### config.mk
export PLATFORM = sky130hd
export DESIGN_NAME = dmsp_ctrl
export DESIGN_NICKNAME = d
export VERILOG_FILES = /design/src/hw/rtl/dmsp_pkg.sv /design/src/hw/rtl/dmsp_ctrl.sv
export SDC_FILE = /design/constraint.sdc
export NUM_CORES = 1
export LEC_CHECK = 0
export BUFFER_PORTS_ARGS = -buffer_cell sky130_fd_sc_hd__buf_2
export CORE_AREA = 4 4 41 43
export DETAILED_ROUTE_END_ITERATION = 10
export DIE_AREA = 0 0 45 47
export REMOVE_ABC_BUFFERS = 1
export SYNTH_ARGS = -nofsm -noshare
export SYNTH_HDL_FRONTEND = slang
export SYNTH_SLANG_ARGS = --single-unit
### constraint.sdc
create_clock -name clk -period 1.41 [get_ports clk]
set_clock_uncertainty 0.1 [all_clocks]
set_input_delay 0.0705 -clock clk [delete_from_list [all_inputs] [get_ports clk]]
set_output_delay 0.0705 -clock clk [all_outputs]
set_load 0.05 [all_outputs]
### src/hw/rtl/dmsp_pkg.sv
// Shared types and constants for the dual motor speed PID block.
// Used by the interfaces, the controller, the datapath and the top level.
`timescale 1ns / 1ps

package dmsp_pkg;

  localparam int CFG_IDX_W  = 8;
  localparam int CFG_DATA_W = 16;
  localparam int GAIN_W     = 16;
  localparam int LIMIT_W    = 15;
  localparam int MEAS_W     = 15;
  localparam int TIME_W     = 32;
  localparam int DRIVE_W    = 16;
  localparam int ISUM_W     = 32;
  localparam int FRAC_BITS  = 8;

  localparam logic [CFG_IDX_W-1:0] REG_PROP_GAIN     = CFG_IDX_W'(0);
  localparam logic [CFG_IDX_W-1:0] REG_INTEGRAL_GAIN = CFG_IDX_W'(1);
  localparam logic [CFG_IDX_W-1:0] REG_DERIV_GAIN    = CFG_IDX_W'(2);
  localparam logic [CFG_IDX_W-1:0] REG_DRIVE_LIMIT   = CFG_IDX_W'(3);

  localparam logic [GAIN_W-1:0]  PROP_GAIN_RST     = GAIN_W'(256);
  localparam logic [GAIN_W-1:0]  INTEGRAL_GAIN_RST = GAIN_W'(0);
  localparam logic [GAIN_W-1:0]  DERIV_GAIN_RST    = GAIN_W'(0);
  localparam logic [LIMIT_W-1:0] DRIVE_LIMIT_RST   = LIMIT_W'(255);

  // operand pair on the shared multiplier
  typedef enum logic [1:0] {
    MUL_ERR_TIME,
    MUL_PROP,
    MUL_INTEG,
    MUL_DERIV
  } mul_sel_t;

  typedef struct packed {
    logic [GAIN_W-1:0]  prop_gain;
    logic [GAIN_W-1:0]  integral_gain;
    logic [GAIN_W-1:0]  deriv_gain;
    logic [LIMIT_W-1:0] drive_limit;
  } cfg_regs_t;

  typedef struct packed {
    logic     load;
    mul_sel_t mul_sel;
    logic     isum_en;
    logic     acc_clr;
    logic     acc_add;
    logic     div_start;
    logic     out_load;
  } dp_cmd_t;

  typedef struct packed {
    logic div_busy;
    logic out_free;
  } dp_status_t;

endpackage

### src/hw/rtl/dmsp_ctrl.sv
// Sequencer for one speed update: multiply steps, divide wait, result hand-off.
// Depends on dmsp_pkg for the command and status structs.
`timescale 1ns / 1ps

module dmsp_ctrl (
  input  logic                 clk,
  input  logic                 rst_n,
  input  logic                 in_valid,
  output logic                 in_ready,
  input  dmsp_pkg::dp_status_t status,
  output dmsp_pkg::dp_cmd_t    cmd
);

  localparam logic [3:0] ST_IDLE  = 4'd0;
  localparam logic [3:0] ST_MULIE = 4'd1;
  localparam logic [3:0] ST_ISUM  = 4'd2;
  localparam logic [3:0] ST_ACCP  = 4'd3;
  localparam logic [3:0] ST_ACCI  = 4'd4;
  localparam logic [3:0] ST_DIVW  = 4'd5;
  localparam logic [3:0] ST_MULD  = 4'd6;
  localparam logic [3:0] ST_ACCD  = 4'd7;
  localparam logic [3:0] ST_OUT   = 4'd8;

  logic [3:0] state_r;
  logic [3:0] state_nxt;

  assign in_ready = (state_r == ST_IDLE);

  always_comb begin
    state_nxt     = state_r;
    cmd           = '0;
    cmd.mul_sel   = dmsp_pkg::MUL_ERR_TIME;
    unique case (state_r)
      ST_IDLE: begin
        if (in_valid) begin
          cmd.load  = 1'b1;
          state_nxt = ST_MULIE;
        end
      end
      ST_MULIE: begin
        cmd.mul_sel   = dmsp_pkg::MUL_ERR_TIME;
        cmd.div_start = 1'b1;
        state_nxt     = ST_ISUM;
      end
      ST_ISUM: begin
        cmd.isum_en = 1'b1;
        cmd.mul_sel = dmsp_pkg::MUL_PROP;
        state_nxt   = ST_ACCP;
      end
      ST_ACCP: begin
        cmd.acc_clr = 1'b1;
        cmd.mul_sel = dmsp_pkg::MUL_INTEG;
        state_nxt   = ST_ACCI;
      end
      ST_ACCI: begin
        cmd.acc_add = 1'b1;
        state_nxt   = ST_DIVW;
      end
      ST_DIVW: begin
        if (!status.div_busy) begin
          state_nxt = ST_MULD;
        end
      end
      ST_MULD: begin
        cmd.mul_sel = dmsp_pkg::MUL_DERIV;
        state_nxt   = ST_ACCD;
      end
      ST_ACCD: begin
        cmd.acc_add = 1'b1;
        state_nxt   = ST_OUT;
      end
      ST_OUT: begin
        // hold until the output register can take the word
        if (status.out_free) begin
          cmd.out_load = 1'b1;
          state_nxt    = ST_IDLE;
        end
      end
      default: begin
        state_nxt = ST_IDLE;
      end
    endcase
  end

  always_ff @(posedge clk) begin
    if (!rst_n) begin
      state_r <= ST_IDLE;
    end else begin
      state_r <= state_nxt;
    end
  end

endmodule

; ---- Yosys cells after proc, flatten, opt, wreduce, memory -nomap -nowiden
; Cells that the tools add are included.
[classes]
mux = 13
eq_ne = 11
n_reduce_logical = 3
[op_table]
columns = cell, count
row1 = 4-bit case mux with 9 select lines, 1
row2 = "4-bit by 3-bit equality test with 1-bit output, second input constant", 4
row3 = 4-bit 2-to-1 mux, 3
row4 = "4-bit by 2-bit equality test with 1-bit output, second input constant", 2
row5 = 1-bit 2-to-1 mux, 8
row6 = "2-bit inequality test, second input constant", 3
row7 = 2-bit case mux with 3 select lines, 1
row8 = "4-bit by 1-bit equality test with 1-bit output, second input constant", 1
row9 = "4-bit equality test, second input constant", 1
row10 = 4-bit zero test, 1
row11 = 3-bit AND reduction, 1
row12 = 2-bit OR reduction, 1
[word_totals]
word_cells = 28
out_inout_bits = 9
ff_bits = 4
inputBits = 5

; ---- Logic depth before layout (Yosys ltp)
[depth]
depth_word = 3
ltp_mapped = 4
depth_no_buf = 3

; ---- Worst setup path after synthesis
; Ideal clock, no wire load.
[synth_timing]
path_kind = reg2out
start = register state_r[2]
end = output port cmd[1] (netlist name)
required_time_ns = 1.240
arrival_ns = 1.645
slack_ns = -0.405
path_buffers = 1
path_stages_with_launch = 4
cell_sequence = dfxtp_1 -> buf_6 -> nand2b_1 -> nor3_1
[synth_rtl]
columns = element, line
row1 = from (decl), dmsp_ctrl.sv:24  ; logic [3:0] state_r;
row2 = from (signal assigned), dmsp_ctrl.sv:89  ; state_r <= state_nxt;
row3 = to (decl), dmsp_ctrl.sv:11  ; output dmsp_pkg::dp_cmd_t cmd

==> run metrics <==
ANT nets after route 0; Pwr Density just over 1000 nW/µm²; P_sw around 0.20 mW; placed cells 64; endpoints failing hold 0; Gate power share between 40% and 50%; Mapped Area approximately 310 µm²; VDD IR max about 0.29 mV; Setup WS post-layout about 0.021 ns; first-pass GRT wire length 1120 µm; element type at the critical path end output pin; slew at the pin closest to its max-slew limit about 0.25 ns; Critical Path Start Type flip-flop; RSZ-0062 raised after global routing true; critical path depth in cells 3; GRT overflow 0; CP delay by family, top simple AND/OR/NAND/NOR gates; count of cell types in the netlist 18; final wirelength between 700 and 800 µm; Final #Nets between 60 and 70; reg2reg setup slack between 0.2 and 0.3 ns; First-pass DRT Iterations 2; IO Count 14; crit path from state_r[1]; Max-Cap Viols 0; Tmin final around 1.4 ns; dpl ws between 0.05 and 0.06 ns; mean post-synth cell area about 8.4 µm²; WP buf/inv 1; Slew HR 83.5%; slowest cell on the critical path dfxtp_4; post-synthesis register bit count 4; Die W 45 µm; Required @ worst endpoint 1.24 ns; Final Cycle Share 98.5%; Placer Congestion roughly 0.66; crit-path max FO 7; leakage about 0.22 nW; sequential power share roughly 28%; setup_tns 0 ns; Clock Sinks 4; Crit Path Class reg2out; Final Core Density between 30% and 40%; hold slack between 0.008 and 0.009 ns; detailed-route wire length per cell about 11 µm; Biggest register state_r; Worst Path Arrival approximately 1.2 ns; Crit Reg-Reg Endpoint state_r[2]; sequential share of the synthesized area 25.9%; max reg flops 4; hold_sp rst_n; Yosys top cell area share between 20% and 30%; Root Driver clkbuf_4; clock slew at reported path FFs 0.04 ns; H-Tree Depth 1; number of global-route vias before repair about 280; GRT Overall Usage under 10%; Vias/cell 4.38; highest clock rate roughly 720 MHz; Placement Rows 13; CTS buffer count 3; Critical Path, Cell by Cell nor2b_2 > nor4b_2 > buf_4; number of antenna diodes 0; cell area after placement between 300 and 400 µm²; top cells by area, synth dfxtp_1, nand2b_1, buf_6, nor4_4, nor3_1; TritonCTS clock tree done; sw frac between 30% and 40%; Post-Syn Instances 37; port bufs 13; CORE AREA 1300 µm²; post-route cell area roughly 480 µm²; Crit Reg-Reg Startpoint state_r[0]; share of layout cells above drive strength 1 61.1%; final setup violation count 0; Pint approximately 0.30 mW; Die ar. ~2100 µm²; Yosys warning total 0; total number of vias about 300; fin cells 69; post-DP HPWL about 530 µm; 1st-iter DRT viols 1; CTS Buffer Depth 2; Slew Viols, Final 0; slowest stage delay, CP 0.37 ns; initial antenna violation count 0; largest net degree at the start of global routing 11; Area growth, synth to finish 56.7%; chip height 47 µm; min-delay worst type in2reg; CP Capture Point cmd[2]; Initial Utilization around a quarter; total power approximately 0.5 mW; detailed-route DRC error count 0; biggest regs state_r: 4 flops; worst skew pair latency 0.23 ns; R2R depth 5; hold buffers post-CTS 0; Hold Path Cell Cnt 3; Clock Power Share ~28%; cell accounting for the most synthesized area dfxtp_1; status completed
==> repair_timing <==
action,CTS,global route
cloned,0,0
endpoints found under the setup margin,9,7
setup buffers,0,2
gates resized for setup,14,11
pin swaps,0,1
==> cells in the final DEF, fill, tap and decap left out, types with 2 or more instances in the layout <==
cell,netlist,final
clkbuf_4,0,3
buf_2,0,6
a21oi_1,3,3
nand2b_1,5,3
nor3_2,0,2
dfxtp_4,0,3
nand2_1,3,3
nor2_1,3,3
nor3_1,4,2
nand2b_4,0,2
buf_4,1,10
==> synthesized netlist by cell type (all sizes together) <==
cell type and count:
nor2 3, and3 1, o31ai 1, buf 3
nand2 3, nor4b 1, and2 1, a21oi 3
nor4 1, nor3 4, and3b 1, nand4b 1
nand2b 5, inv 1, xor2 1, dfxtp 4
nor2b 3
==> power by group through the flow <==
| stage | sequential (mW) | combinational [mW] | clock, mW |
|---|---|---|---|
| floorplan | 0.140 | 0.134 | 0 |
| global placement | 0.140 | 0.177 | 0 |
| detailed placement | 0.141 | 0.177 | 0 |
| CTS | 0.144 | 0.192 | 0.142 |
| global route | 0.143 | 0.230 | 0.143 |
| finish | 0.142 | 0.216 | 0.139 |
==> worst register-to-register path: stages, from the launching register on <==
cell,delay (ns)
dfxtp_4,0.36
buf_4,0.16
buf_4,0.13
nand2_1,0.06
xor2_1,0.15
nor2_1,0.06
==> how the worst min path moves through the flow <==
stage | to
global placement | state_r[3]
global route | state_r[3]
floorplan | state_r[3]
finish | state_r[3]
CTS | state_r[3]
detailed placement | state_r[3]
==> routing by layer <==
layer	vias to the layer above	track usage [%]	wire, µm
li1	161	-	-
met1	131	9.09	331
met2	10	11.3	338
met3	0	2.30	69
met4	0	3.51	0
met5	-	0	0
==> cell families after synthesis <==
family | after synthesis | share of synthesized area, %
DFF | 4 | 25.9
AOI/OAI and AO/OA | 4 | 8.90
buffers and inverters | 4 | 10.9
xor gates and xnor gates | 1 | 2.83
and+or+nand+nor | 24 | 51.4
==> cell type report <==
type / count / area [µm²]
clock buffer: 3 / 22.5
fill: 144 / 817
inverter: 1 / 3.75
multi-input combinational: 29 / 230
sequential: 4 / 92.6
tap: 15 / 18.8
timing repair buffer: 17 / 116
(Power assumes the default switching activity.)
