===== config.mk =====
export PLATFORM = sky130hd
export DESIGN_NAME = dmsp_dp
export DESIGN_NICKNAME = d
export VERILOG_FILES = /design/src/hw/rtl/dmsp_pkg.sv /design/src/hw/rtl/dmsp_dp.sv
export SDC_FILE = /design/constraint.sdc
export NUM_CORES = 2
export LEC_CHECK = 0
export ABC_AREA = 1
export BUFFER_PORTS_ARGS = -buffer_cell sky130_fd_sc_hd__buf_4
export CORE_ASPECT_RATIO = 0.75
export CORE_MARGIN = 4
export CORE_UTILIZATION = 50
export DETAILED_ROUTE_END_ITERATION = 10
export GPL_ROUTABILITY_DRIVEN = 0
export PLACE_DENSITY = 0.66
export SYNTH_ARGS = -nofsm -noshare
export SYNTH_HDL_FRONTEND = slang
export SYNTH_SLANG_ARGS = --single-unit

===== constraint.sdc =====
create_clock -name clk -period 10.4 [get_ports clk]
set_clock_uncertainty 0.2 [all_clocks]
set_input_delay 2.6 -clock clk [delete_from_list [all_inputs] [get_ports clk]]
set_output_delay 2.6 -clock clk [all_outputs]
set_load 0.02 [all_outputs]

===== src/hw/rtl/dmsp_pkg.sv =====
// Shared types and constants for the dual motor speed PID block.
// Used by the interfaces, the controller, the datapath and the top level.
`timescale 1ns / 1ps

package dmsp_pkg;

  localparam int CFG_IDX_W  = 8;
  localparam int CFG_DATA_W = 16;
  localparam int GAIN_W     = 16;
  localparam int LIMIT_W    = 15;
  localparam int MEAS_W     = 15;
  localparam int TIME_W     = 32;
  localparam int DRIVE_W    = 16;
  localparam int ISUM_W     = 32;
  localparam int FRAC_BITS  = 8;

  localparam logic [CFG_IDX_W-1:0] REG_PROP_GAIN     = CFG_IDX_W'(0);
  localparam logic [CFG_IDX_W-1:0] REG_INTEGRAL_GAIN = CFG_IDX_W'(1);
  localparam logic [CFG_IDX_W-1:0] REG_DERIV_GAIN    = CFG_IDX_W'(2);
  localparam logic [CFG_IDX_W-1:0] REG_DRIVE_LIMIT   = CFG_IDX_W'(3);

  localparam logic [GAIN_W-1:0]  PROP_GAIN_RST     = GAIN_W'(256);
  localparam logic [GAIN_W-1:0]  INTEGRAL_GAIN_RST = GAIN_W'(0);
  localparam logic [GAIN_W-1:0]  DERIV_GAIN_RST    = GAIN_W'(0);
  localparam logic [LIMIT_W-1:0] DRIVE_LIMIT_RST   = LIMIT_W'(255);

  // operand pair on the shared multiplier
  typedef enum logic [1:0] {
    MUL_ERR_TIME,
    MUL_PROP,
    MUL_INTEG,
    MUL_DERIV
  } mul_sel_t;

  typedef struct packed {
    logic [GAIN_W-1:0]  prop_gain;
    logic [GAIN_W-1:0]  integral_gain;
    logic [GAIN_W-1:0]  deriv_gain;
    logic [LIMIT_W-1:0] drive_limit;
  } cfg_regs_t;

  typedef struct packed {
    logic     load;
    mul_sel_t mul_sel;
    logic     isum_en;
    logic     acc_clr;
    logic     acc_add;
    logic     div_start;
    logic     out_load;
  } dp_cmd_t;

  typedef struct packed {
    logic div_busy;
    logic out_free;
  } dp_status_t;

endpackage


===== src/hw/rtl/dmsp_dp.sv =====
// Datapath: per-motor state, shared multiplier, accumulator, serial divider,
// clamp and output register. Depends on dmsp_pkg; driven by dmsp_ctrl.
`timescale 1ns / 1ps

module dmsp_dp #(
  parameter int MOTOR_COUNT = 2,
  parameter int SPEED_BITS  = 16
) (
  input  logic                                clk,
  input  logic                                rst_n,
  input  dmsp_pkg::dp_cmd_t                   cmd,
  output dmsp_pkg::dp_status_t                status,
  input  dmsp_pkg::cfg_regs_t                 cfg,
  input  logic                                in_motor_sel,
  input  logic signed [SPEED_BITS-1:0]        in_desired_speed,
  input  logic [dmsp_pkg::MEAS_W-1:0]         in_measured_speed,
  input  logic [dmsp_pkg::TIME_W-1:0]         in_time_ms,
  output logic                                out_valid,
  input  logic                                out_ready,
  output logic                                out_motor_out,
  output logic signed [dmsp_pkg::DRIVE_W-1:0] out_drive,
  output logic                                out_clamped
);

  localparam int TW   = dmsp_pkg::TIME_W;
  localparam int EW   = ((SPEED_BITS > dmsp_pkg::MEAS_W) ? SPEED_BITS : dmsp_pkg::MEAS_W) + 1;
  localparam int AW   = TW + 1;
  localparam int BW   = (EW > dmsp_pkg::GAIN_W + 1) ? EW : dmsp_pkg::GAIN_W + 1;
  localparam int PW   = AW + BW;
  localparam int ACW  = PW + 2;
  localparam int QW   = EW;
  localparam int DCW  = $clog2(QW + 1);
  localparam int MIW  = (MOTOR_COUNT > 1) ? $clog2(MOTOR_COUNT) : 1;
  localparam int IW   = dmsp_pkg::ISUM_W;
  localparam int DW   = dmsp_pkg::DRIVE_W;

  localparam logic signed [PW:0] ISUM_HI = (PW+1)'(64'sd2147483647);
  localparam logic signed [PW:0] ISUM_LO = (PW+1)'(-64'sd2147483648);

  // per-motor state
  logic [TW-1:0]        last_time_r [MOTOR_COUNT];
  logic signed [IW-1:0] integ_r     [MOTOR_COUNT];
  logic signed [EW-1:0] prior_err_r [MOTOR_COUNT];

  // working registers for the word in flight
  logic                 sel_r;
  logic                 neg_r;
  logic                 zero_r;
  logic [MIW-1:0]       idx_r;
  logic signed [EW-1:0] err_r;
  logic [TW-1:0]        elapsed_r;
  logic                 ezero_r;
  logic [TW-1:0]        now_r;
  logic signed [IW-1:0] isum_old_r;
  logic signed [EW-1:0] prior_r;
  logic signed [IW-1:0] isum_r;
  logic signed [PW-1:0] prod_r;
  logic signed [ACW-1:0] acc_r;

  // divider
  logic [QW-1:0]  dq_r;
  logic [TW-1:0]  rem_r;
  logic [DCW-1:0] dcnt_r;
  logic           dneg_r;
  logic           div_busy_r;

  // output register
  logic                 out_valid_r;
  logic                 out_motor_r;
  logic signed [DW-1:0] out_drive_r;
  logic                 out_clamped_r;

  // load-time logic
  logic [MIW-1:0]       idx_in;
  logic signed [EW-1:0] des_ext;
  logic signed [EW-1:0] mag_in;
  logic signed [EW-1:0] err_in;
  logic [TW-1:0]        elapsed_in;

  always_comb begin
    idx_in = (int'(in_motor_sel) < MOTOR_COUNT) ? MIW'(in_motor_sel)
                                                : MIW'(MOTOR_COUNT - 1);
    des_ext    = {{(EW-SPEED_BITS){in_desired_speed[SPEED_BITS-1]}}, in_desired_speed};
    mag_in     = in_desired_speed[SPEED_BITS-1] ? -des_ext : des_ext;
    err_in     = mag_in - $signed({{(EW-dmsp_pkg::MEAS_W){1'b0}}, in_measured_speed});
    elapsed_in = in_time_ms - last_time_r[idx_in];
  end

  // shared multiplier operands: AW bits by BW bits, signed
  logic signed [EW:0]   deriv;
  logic signed [AW-1:0] mul_a;
  logic signed [BW-1:0] mul_b;

  always_comb begin
    deriv = '0;
    if (!ezero_r) begin
      deriv = dneg_r ? -$signed({1'b0, dq_r}) : $signed({1'b0, dq_r});
    end
    unique case (cmd.mul_sel)
      dmsp_pkg::MUL_ERR_TIME: begin
        mul_a = $signed({1'b0, elapsed_r});
        mul_b = BW'(err_r);
      end
      dmsp_pkg::MUL_PROP: begin
        mul_a = AW'(err_r);
        mul_b = $signed(BW'(cfg.prop_gain));
      end
      dmsp_pkg::MUL_INTEG: begin
        mul_a = AW'(isum_r);
        mul_b = $signed(BW'(cfg.integral_gain));
      end
      dmsp_pkg::MUL_DERIV: begin
        mul_a = AW'(deriv);
        mul_b = $signed(BW'(cfg.deriv_gain));
      end
      default: begin
        mul_a = '0;
        mul_b = '0;
      end
    endcase
  end

  // saturating integral update
  logic signed [PW:0]   isum_wide;
  logic signed [IW-1:0] isum_nxt;

  always_comb begin
    isum_wide = $signed({{(PW+1-IW){isum_old_r[IW-1]}}, isum_old_r})
              + $signed({prod_r[PW-1], prod_r});
    priority if (isum_wide > ISUM_HI) begin
      isum_nxt = ISUM_HI[IW-1:0];
    end else if (isum_wide < ISUM_LO) begin
      isum_nxt = ISUM_LO[IW-1:0];
    end else begin
      isum_nxt = isum_wide[IW-1:0];
    end
  end

  // one restoring divide step
  logic [TW:0] trial;
  logic        trial_ge;
  logic signed [EW:0] diff;

  always_comb begin
    trial    = {rem_r, dq_r[QW-1]};
    trial_ge = (trial >= {1'b0, elapsed_r});
    diff     = {err_r[EW-1], err_r} - {prior_r[EW-1], prior_r};
  end

  // floor of the Q44.8 sum, clamp and direction
  logic signed [ACW-1:0] pid;
  logic signed [ACW-1:0] lim_ext;
  logic signed [DW-1:0]  pid_c;
  logic                  clip;
  logic signed [DW-1:0]  drive_nxt;
  logic                  clamped_nxt;

  always_comb begin
    pid     = acc_r >>> dmsp_pkg::FRAC_BITS;
    lim_ext = $signed({{(ACW-dmsp_pkg::LIMIT_W){1'b0}}, cfg.drive_limit});
    priority if (pid > lim_ext) begin
      pid_c = DW'(lim_ext);
      clip  = 1'b1;
    end else if (pid < -lim_ext) begin
      pid_c = DW'(-lim_ext);
      clip  = 1'b1;
    end else begin
      pid_c = DW'(pid);
      clip  = 1'b0;
    end
    if (zero_r) begin
      drive_nxt   = '0;
      clamped_nxt = 1'b0;
    end else begin
      drive_nxt   = neg_r ? -pid_c : pid_c;
      clamped_nxt = clip;
    end
  end

  always_ff @(posedge clk) begin
    prod_r <= PW'(mul_a) * PW'(mul_b);
    if (cmd.load) begin
      sel_r      <= in_motor_sel;
      neg_r      <= in_desired_speed[SPEED_BITS-1];
      zero_r     <= (in_desired_speed == '0);
      idx_r      <= idx_in;
      err_r      <= err_in;
      elapsed_r  <= elapsed_in;
      ezero_r    <= (elapsed_in == '0);
      now_r      <= in_time_ms;
      isum_old_r <= integ_r[idx_in];
      prior_r    <= prior_err_r[idx_in];
    end
    if (cmd.isum_en) begin
      isum_r <= isum_nxt;
    end
    if (cmd.acc_clr) begin
      acc_r <= {{(ACW-PW){prod_r[PW-1]}}, prod_r};
    end else if (cmd.acc_add) begin
      acc_r <= acc_r + {{(ACW-PW){prod_r[PW-1]}}, prod_r};
    end
    if (cmd.div_start) begin
      dq_r   <= diff[EW] ? QW'(-diff) : QW'(diff);
      dneg_r <= diff[EW];
      rem_r  <= '0;
    end else if (div_busy_r) begin
      rem_r <= trial_ge ? TW'(trial - {1'b0, elapsed_r}) : TW'(trial);
      dq_r  <= {dq_r[QW-2:0], trial_ge};
    end
    if (cmd.out_load) begin
      out_motor_r   <= sel_r;
      out_drive_r   <= drive_nxt;
      out_clamped_r <= clamped_nxt;
    end
  end

  always_ff @(posedge clk) begin
    if (!rst_n) begin
      div_busy_r  <= 1'b0;
      dcnt_r      <= '0;
      out_valid_r <= 1'b0;
      for (int i = 0; i < MOTOR_COUNT; i++) begin
        last_time_r[i] <= '0;
        integ_r[i]     <= '0;
        prior_err_r[i] <= '0;
      end
    end else begin
      if (cmd.div_start) begin
        div_busy_r <= 1'b1;
        dcnt_r     <= DCW'(QW);
      end else if (div_busy_r) begin
        dcnt_r     <= dcnt_r - DCW'(1);
        div_busy_r <= (dcnt_r != DCW'(1));
      end
      if (cmd.out_load) begin
        out_valid_r        <= 1'b1;
        last_time_r[idx_r] <= now_r;
        integ_r[idx_r]     <= isum_r;
        prior_err_r[idx_r] <= err_r;
      end else if (out_ready) begin
        out_valid_r <= 1'b0;
      end
    end
  end

  assign status.div_busy = div_busy_r;
  assign status.out_free = !out_valid_r || out_ready;

  assign out_valid     = out_valid_r;
  assign out_motor_out = out_motor_r;
  assign out_drive     = out_drive_r;
  assign out_clamped   = out_clamped_r;

endmodule


==> Word-level counts from Yosys, hierarchy flattened <==
Memory sizes are Yosys's and may differ from the RTL's. A register that Yosys moved wholly into a read port is not among the register bits.
Index checks and enable logic that the tools add are counted.
{ "classes": {"add_sub_neg": 12, "eq_ne": 4, "n_reduce_logical": 12, "magnitude_cmp": 5, "mux": 36, "bitwise": 1, "mul": 1} }
{ "ops": {"columns": ["op", "n"], "rows": [
  ["$pmux W33 S4", 1],
  ["$mux W32", 4],
  ["$mux W52", 2],
  ["$mux W17", 5],
  ["$pmux W17 S4", 1],
  ["$reduce_or A32 Y1", 2],
  ["$sub A32 B32 Y32", 2],
  ["$add A52 B52 Y52", 1],
  ["$lt A44 B52 Y1", 1],
  ["$neg A15 Y52", 1],
  ["$add A32 B50 Y51", 1],
  ["$gt A51 B32 Y1 const B", 1],
  ["$lt A51 B32 Y1 const B", 1],
  ["$mul A33 B17 Y50", 1],
  ["$mux W16", 3],
  ["$gt A44 B16 Y1", 1],
  ["$mux W18", 2],
  ["$ge A33 B32 Y1", 1],
  ["$logic_not A32 Y1", 1],
  ["$neg A17 Y18", 1],
  ["$sub A17 B17 Y18", 1],
  ["$neg A16 Y17", 1],
  ["$neg A17 Y17", 1],
  ["$reduce_or A17 Y1", 1],
  ["15 further kinds", 34]
]} }
{ "totals": {"ram_bits": 162, "regBits": 294, "out_inout_bits": 21, "memories": 3} }
{ "mem_list": {"columns": ["memory", "words", "word_bits", "read_ports", "rd_ports_with_merged_regs", "wr", "line", "source"], "rows": [
  ["integ_r", 2, 32, 1, 1, 2, "dmsp_dp.sv:42", "logic signed [IW-1:0] integ_r [MOTOR_COUNT];"],
  ["last_time_r", 2, 32, 1, 0, 2, "dmsp_dp.sv:41", "logic [TW-1:0] last_time_r [MOTOR_COUNT];"],
  ["prior_err_r", 2, 17, 1, 1, 2, "dmsp_dp.sv:43", "logic signed [EW-1:0] prior_err_r [MOTOR_COUNT];"]
]} }

==> Longest topological paths before layout <==
{ "logic_depth": {"word_depth": 6, "ltp_mapped": 39, "mapped_depth_nobuf": 39} }

==> Worst setup path before layout <==
OpenSTA, ideal clock, no wires.
{ "synth_timing": {"kind": "in2reg", "start": "input port cmd[5] in the netlist's numbering", "end": "register prod_r[36]", "path_stages": 32, "n_path_buf": 3, "t_arrival_ps": 9177, "setup_time_ps": 126, "setup_slack_ps": 897, "required_time_ps": 10074, "cell_sequence": "clkbuf_1 -> nor2_1 -> clkbuf_1 -> a221oi_1 -> a21oi_1 -> clkbuf_1 -> nand2_1 -> fa_1 -> inv_1 -> fa_1 -> inv_1 -> fa_1 -> inv_1 -> fa_1 -> fa_1 -> inv_1 -> fa_1 -> inv_1 -> ha_1 -> a21oi_1 -> inv_1 -> nor2_1 -> nand2_1 -> a31oi_1 -> inv_1 -> a21oi_1 -> o21ai_0 -> nand2_1 -> nand2_1 -> nand2_1 -> o211ai_1 -> xor2_1"} }
{ "synth_via": {"elab_chain_cells": 3, "elab_cells_between_ends": 7} }
{ "synth_lines": {"columns": ["element", "line", "source"], "rows": [
  ["start, declared", "dmsp_dp.sv:11", "input dmsp_pkg::dp_cmd_t cmd,"],
  ["$eq A2 B2 Y1 (tied with other cells)", "dmsp_dp.sv:99", "unique case (cmd.mul_sel)"],
  ["$pmux W33 S4 or $pmux W17 S4 (tied branches)", "dmsp_dp.sv:99", null],
  ["$mul A33 B17 Y50 *", "dmsp_dp.sv:181", "prod_r <= PW'(mul_a) * PW'(mul_b);"],
  ["end signal, assigned", "dmsp_dp.sv:181", null],
  ["end, declared", "dmsp_dp.sv:57", "logic signed [PW-1:0] prod_r;"]
]} }
Mark *: on every way between the ends. The rest lies on a longest branch, timed or not.
A chain may end at the register's enable or synchronous reset.

==> Worst setup path in the final report <==
{ "layout_timing": {"start": "input port cmd[6] in the netlist's numbering", "end": "register prod_r[48]"} }
Same word-level chain as after synthesis.

==> results by group <==
Layout
  – Layout cell share with drive strength beyond 1: 8.83%
  – Synth-to-Final Area Change: 10.7%
  – Finished Cell Area: 0.0598 mm²
  – Nets: 8,022

Synthesis
  – Post-synth EDFFs: 416
  – Number of synthesized register bits: 505
  – Ys flop type: edfxtp_1
  – Ys async rst share: 0%
  – Post-synthesis sequential area ratio: 26.4%
  – Top post-synthesis cells by area: edfxtp_1 23%, fa_1 20%, nand2_1 9.4%
  – Ys Warns: 0
  – Syn nets: 7,763
  – Post-Syn Area: 0.0540 mm²
  – Area leader, netlist: edfxtp_1
  – Syn avg cell area: 8.07 µm²
  – Synth top area share: 23.1%
  – Synth Instances: 6,696
  – Netlist cell types: 63

Timing
  – Fin crit period: 9.75 ns
  – Fmax: 103 MHz
  – Max_slew headroom: 17.5%
  – Setup TNS: 0 ns
  – Final Setup Violations: 0
  – Final slew viol count: 0
  – Hold_ws: 0.276 ns
  – Final Hold Fails: 0
  – Final Cycle Share: 93.7%
  – Worst slew pin tran: 1.24 ns
  – RSZ-0062 raised after global routing: false

Floorplanning
  – Number of I/O pins: 159
  – Core Area: 0.107 mm²
  – Horiz. Die Dim: 388 µm
  – Initial Util: 50.3%
  – Die height: 293 µm
  – Die ar.: 0.113 mm²
  – Cell Rows: 104

Drt
  – TritonRoute pass-1 iters: 6
  – Number of routed nets with antenna violations: 0
  – Average wire per standard cell: 19.7 µm
  – Starting DRT DRC Count: 4,883
  – Post-route DRC violation count: 0
  – DRT Wirelength: 166,000 µm
  – Avg Vias per Cell: 5.52
  – Vias: 46,600

Clock network
  – Reg clk slew, reported paths: 0.07 ns
  – CTS tree: built
  – # hold bufs at CTS: 0
  – CTS root buf: clkbuf_16
  – Inserted Clock Buffers: 50
  – H-tree Lvls: 2
  – Clock Sinks: 505
  – Worst skew pair latency: 0.66 ns
  – Post-CTS setup buffers: 0
  – PostCTS Resize Cnt: 0
  – Clock Tree Buf Depth: 3

Critical path
  – CP dominant cell by count: inv_1
  – Class of the most critical setup path: primary input to flip-flop
  – Critical Path Source Type: primary input
  – Max stage delay on crit path: 0.63 ns
  – Slowest CP cell: o21ai_0
  – Crit. End Element: flip-flop
  – Worst path required time: 10.65 ns
  – CP Max Fanout: 15
  – CP Data Arrival Time: 10.00 ns
  – Reg-to-reg slack, setup: 1.54 ns

Run
  – Maximum Capacitance Violations: 0

Global route
  – Met3 Use GR: 7.58%
  – Largest net degree at the start of global routing: 73
  – Met2 usage: 41.3%
  – Met1 Use GR: 44.1%
  – Grt peak-use layer: met1
  – Gr usage total: 29.1%
  – Number of global-route vias before repair: 45,200
  – Initial antenna violation count: 3
  – GRT overflow: 0
  – Global-route wire length before repair: 260,000 µm

Worst hold path
  – Hold Path Class: flip-flop to flip-flop

Place
  – Detail Placement HPWL: 136,000 µm
  – DP Area: 0.0580 mm²
  – IO Port Bufs: 158

Status
  – Status: finished, final reports clean
-- per-stage QoR --
step	worst slack [ns]	std cells	util (%)
2_1_floorplan	0.897	6696	-
3_3_place_gp	0.269	8334	54.1
3_5_place_dp	0.198	8334	54.1
4_1_cts	0.758	8428	55.7
5_1_grt	0.224	8429	55.7
6_report	0.652	8432	55.7
-- sequential cells by signal (all words and copies together), names as in the netlist, 16 cells and up --
signal,count
prior_err_r,34
dq_r,17
prod_r,50
isum_r,32
now_r,32
prior_r,17
elapsed_r,32
isum_old_r,32
integ_r,64
out_drive,16
acc_r,52
last_time_r,64
err_r,17
rem_r,32
-- Yosys cell counts (29+ instances only) --
| cell | n |
|---|---|
| a21oi_1 | 332 |
| a31oi_1 | 61 |
| clkbuf_1 | 124 |
| dfxtp_1 | 89 |
| edfxtp_1 | 416 |
| fa_1 | 542 |
| ha_1 | 387 |
| inv_1 | 1275 |
| mux2_2 | 51 |
| mux2i_1 | 29 |
| nand2_1 | 1358 |
| nand3_1 | 203 |
| nand4_1 | 43 |
| nor2_1 | 865 |
| nor3_1 | 72 |
| o211ai_1 | 51 |
| o21ai_0 | 227 |
| or2_2 | 44 |
| xnor2_1 | 79 |
| xor2_1 | 148 |
-- layout make-up --
class	count	area, µm²
inverter	1292	4850
tap	1431	1790
clock inverter	26	369
multi-input combinational	4745	34400
sequential	505	14300
fill	9933	47500
timing repair buffer	361	2750
clock buffer	68	1430
antenna	4	10.0
-- cell usage in the layout, fill, tap and decap left out, types with 11 or more instances in the layout --
cell type / instances
o21bai_1: 17
o21ai_0: 227
o221ai_1: 17
clkbuf_16: 51
nor2_1: 862
xor2_1: 148
nand2_2: 22
buf_4: 357
mux2_2: 51
o21ai_1: 14
o211ai_1: 51
o21a_1: 26
dfxtp_1: 89
inv_2: 11
mux2i_1: 29
a21boi_0: 11
fa_1: 542
nand4_1: 43
nand2_1: 1356
xnor2_1: 79
a21oi_1: 323
edfxtp_1: 416
a21o_1: 27
or2_2: 44
nor4_1: 24
a221oi_1: 11
ha_1: 387
nor3_1: 72
inv_1: 1275
a31oi_1: 61
nand3_1: 202
-- path summary, 6_finish.rpt --
path / to / start / depth (start not counted)
max: prod_r[48] / cmd[6] / 30
min: rem_r[29] / rem_r[29] / 2
max reg2reg: prod_r[48] / dq_r[2] / 36
min reg2reg: rem_r[29] / rem_r[29] / 2
-- worst max-delay path: cells and delay by family --
family                     cells  cell delay [ns]
AOI/OAI and AO/OA              7             1.56
xor gates and xnor gates       1             0.17
adders and majority gates      7             3.56
buffers and inverters          9             1.14
and+or+nand+nor                6             0.94
-- layer usage --
layer | part of all wire, % | wire [µm] | vias up
met5 | 0.080 | 133 | -
met4 | 2.8 | 4700 | 2
met3 | 12 | 20700 | 289
met2 | 40 | 66300 | 2291
met1 | 45 | 74100 | 22200
li1 | - | - | 21800
-- cell families (layout without fill, tap and decap cells) --
| logic type | after synthesis | in the layout | synth area share [%] |
|---|---|---|---|
| buf+inv | 1446 | 1747 | 10.2 |
| mux | 80 | 80 | 1.60 |
| xor+xnor | 227 | 227 | 3.68 |
| fa+ha+maj | 929 | 929 | 29.0 |
| compound gates | 834 | 834 | 8.91 |
| simple gates | 2675 | 2675 | 20.2 |
| other cells | 0 | 4 | 0 |
| flops | 505 | 505 | 26.4 |
Power is not shown: default switching activity piles up to over one toggle a cycle in this logic, so the estimate is an artifact.
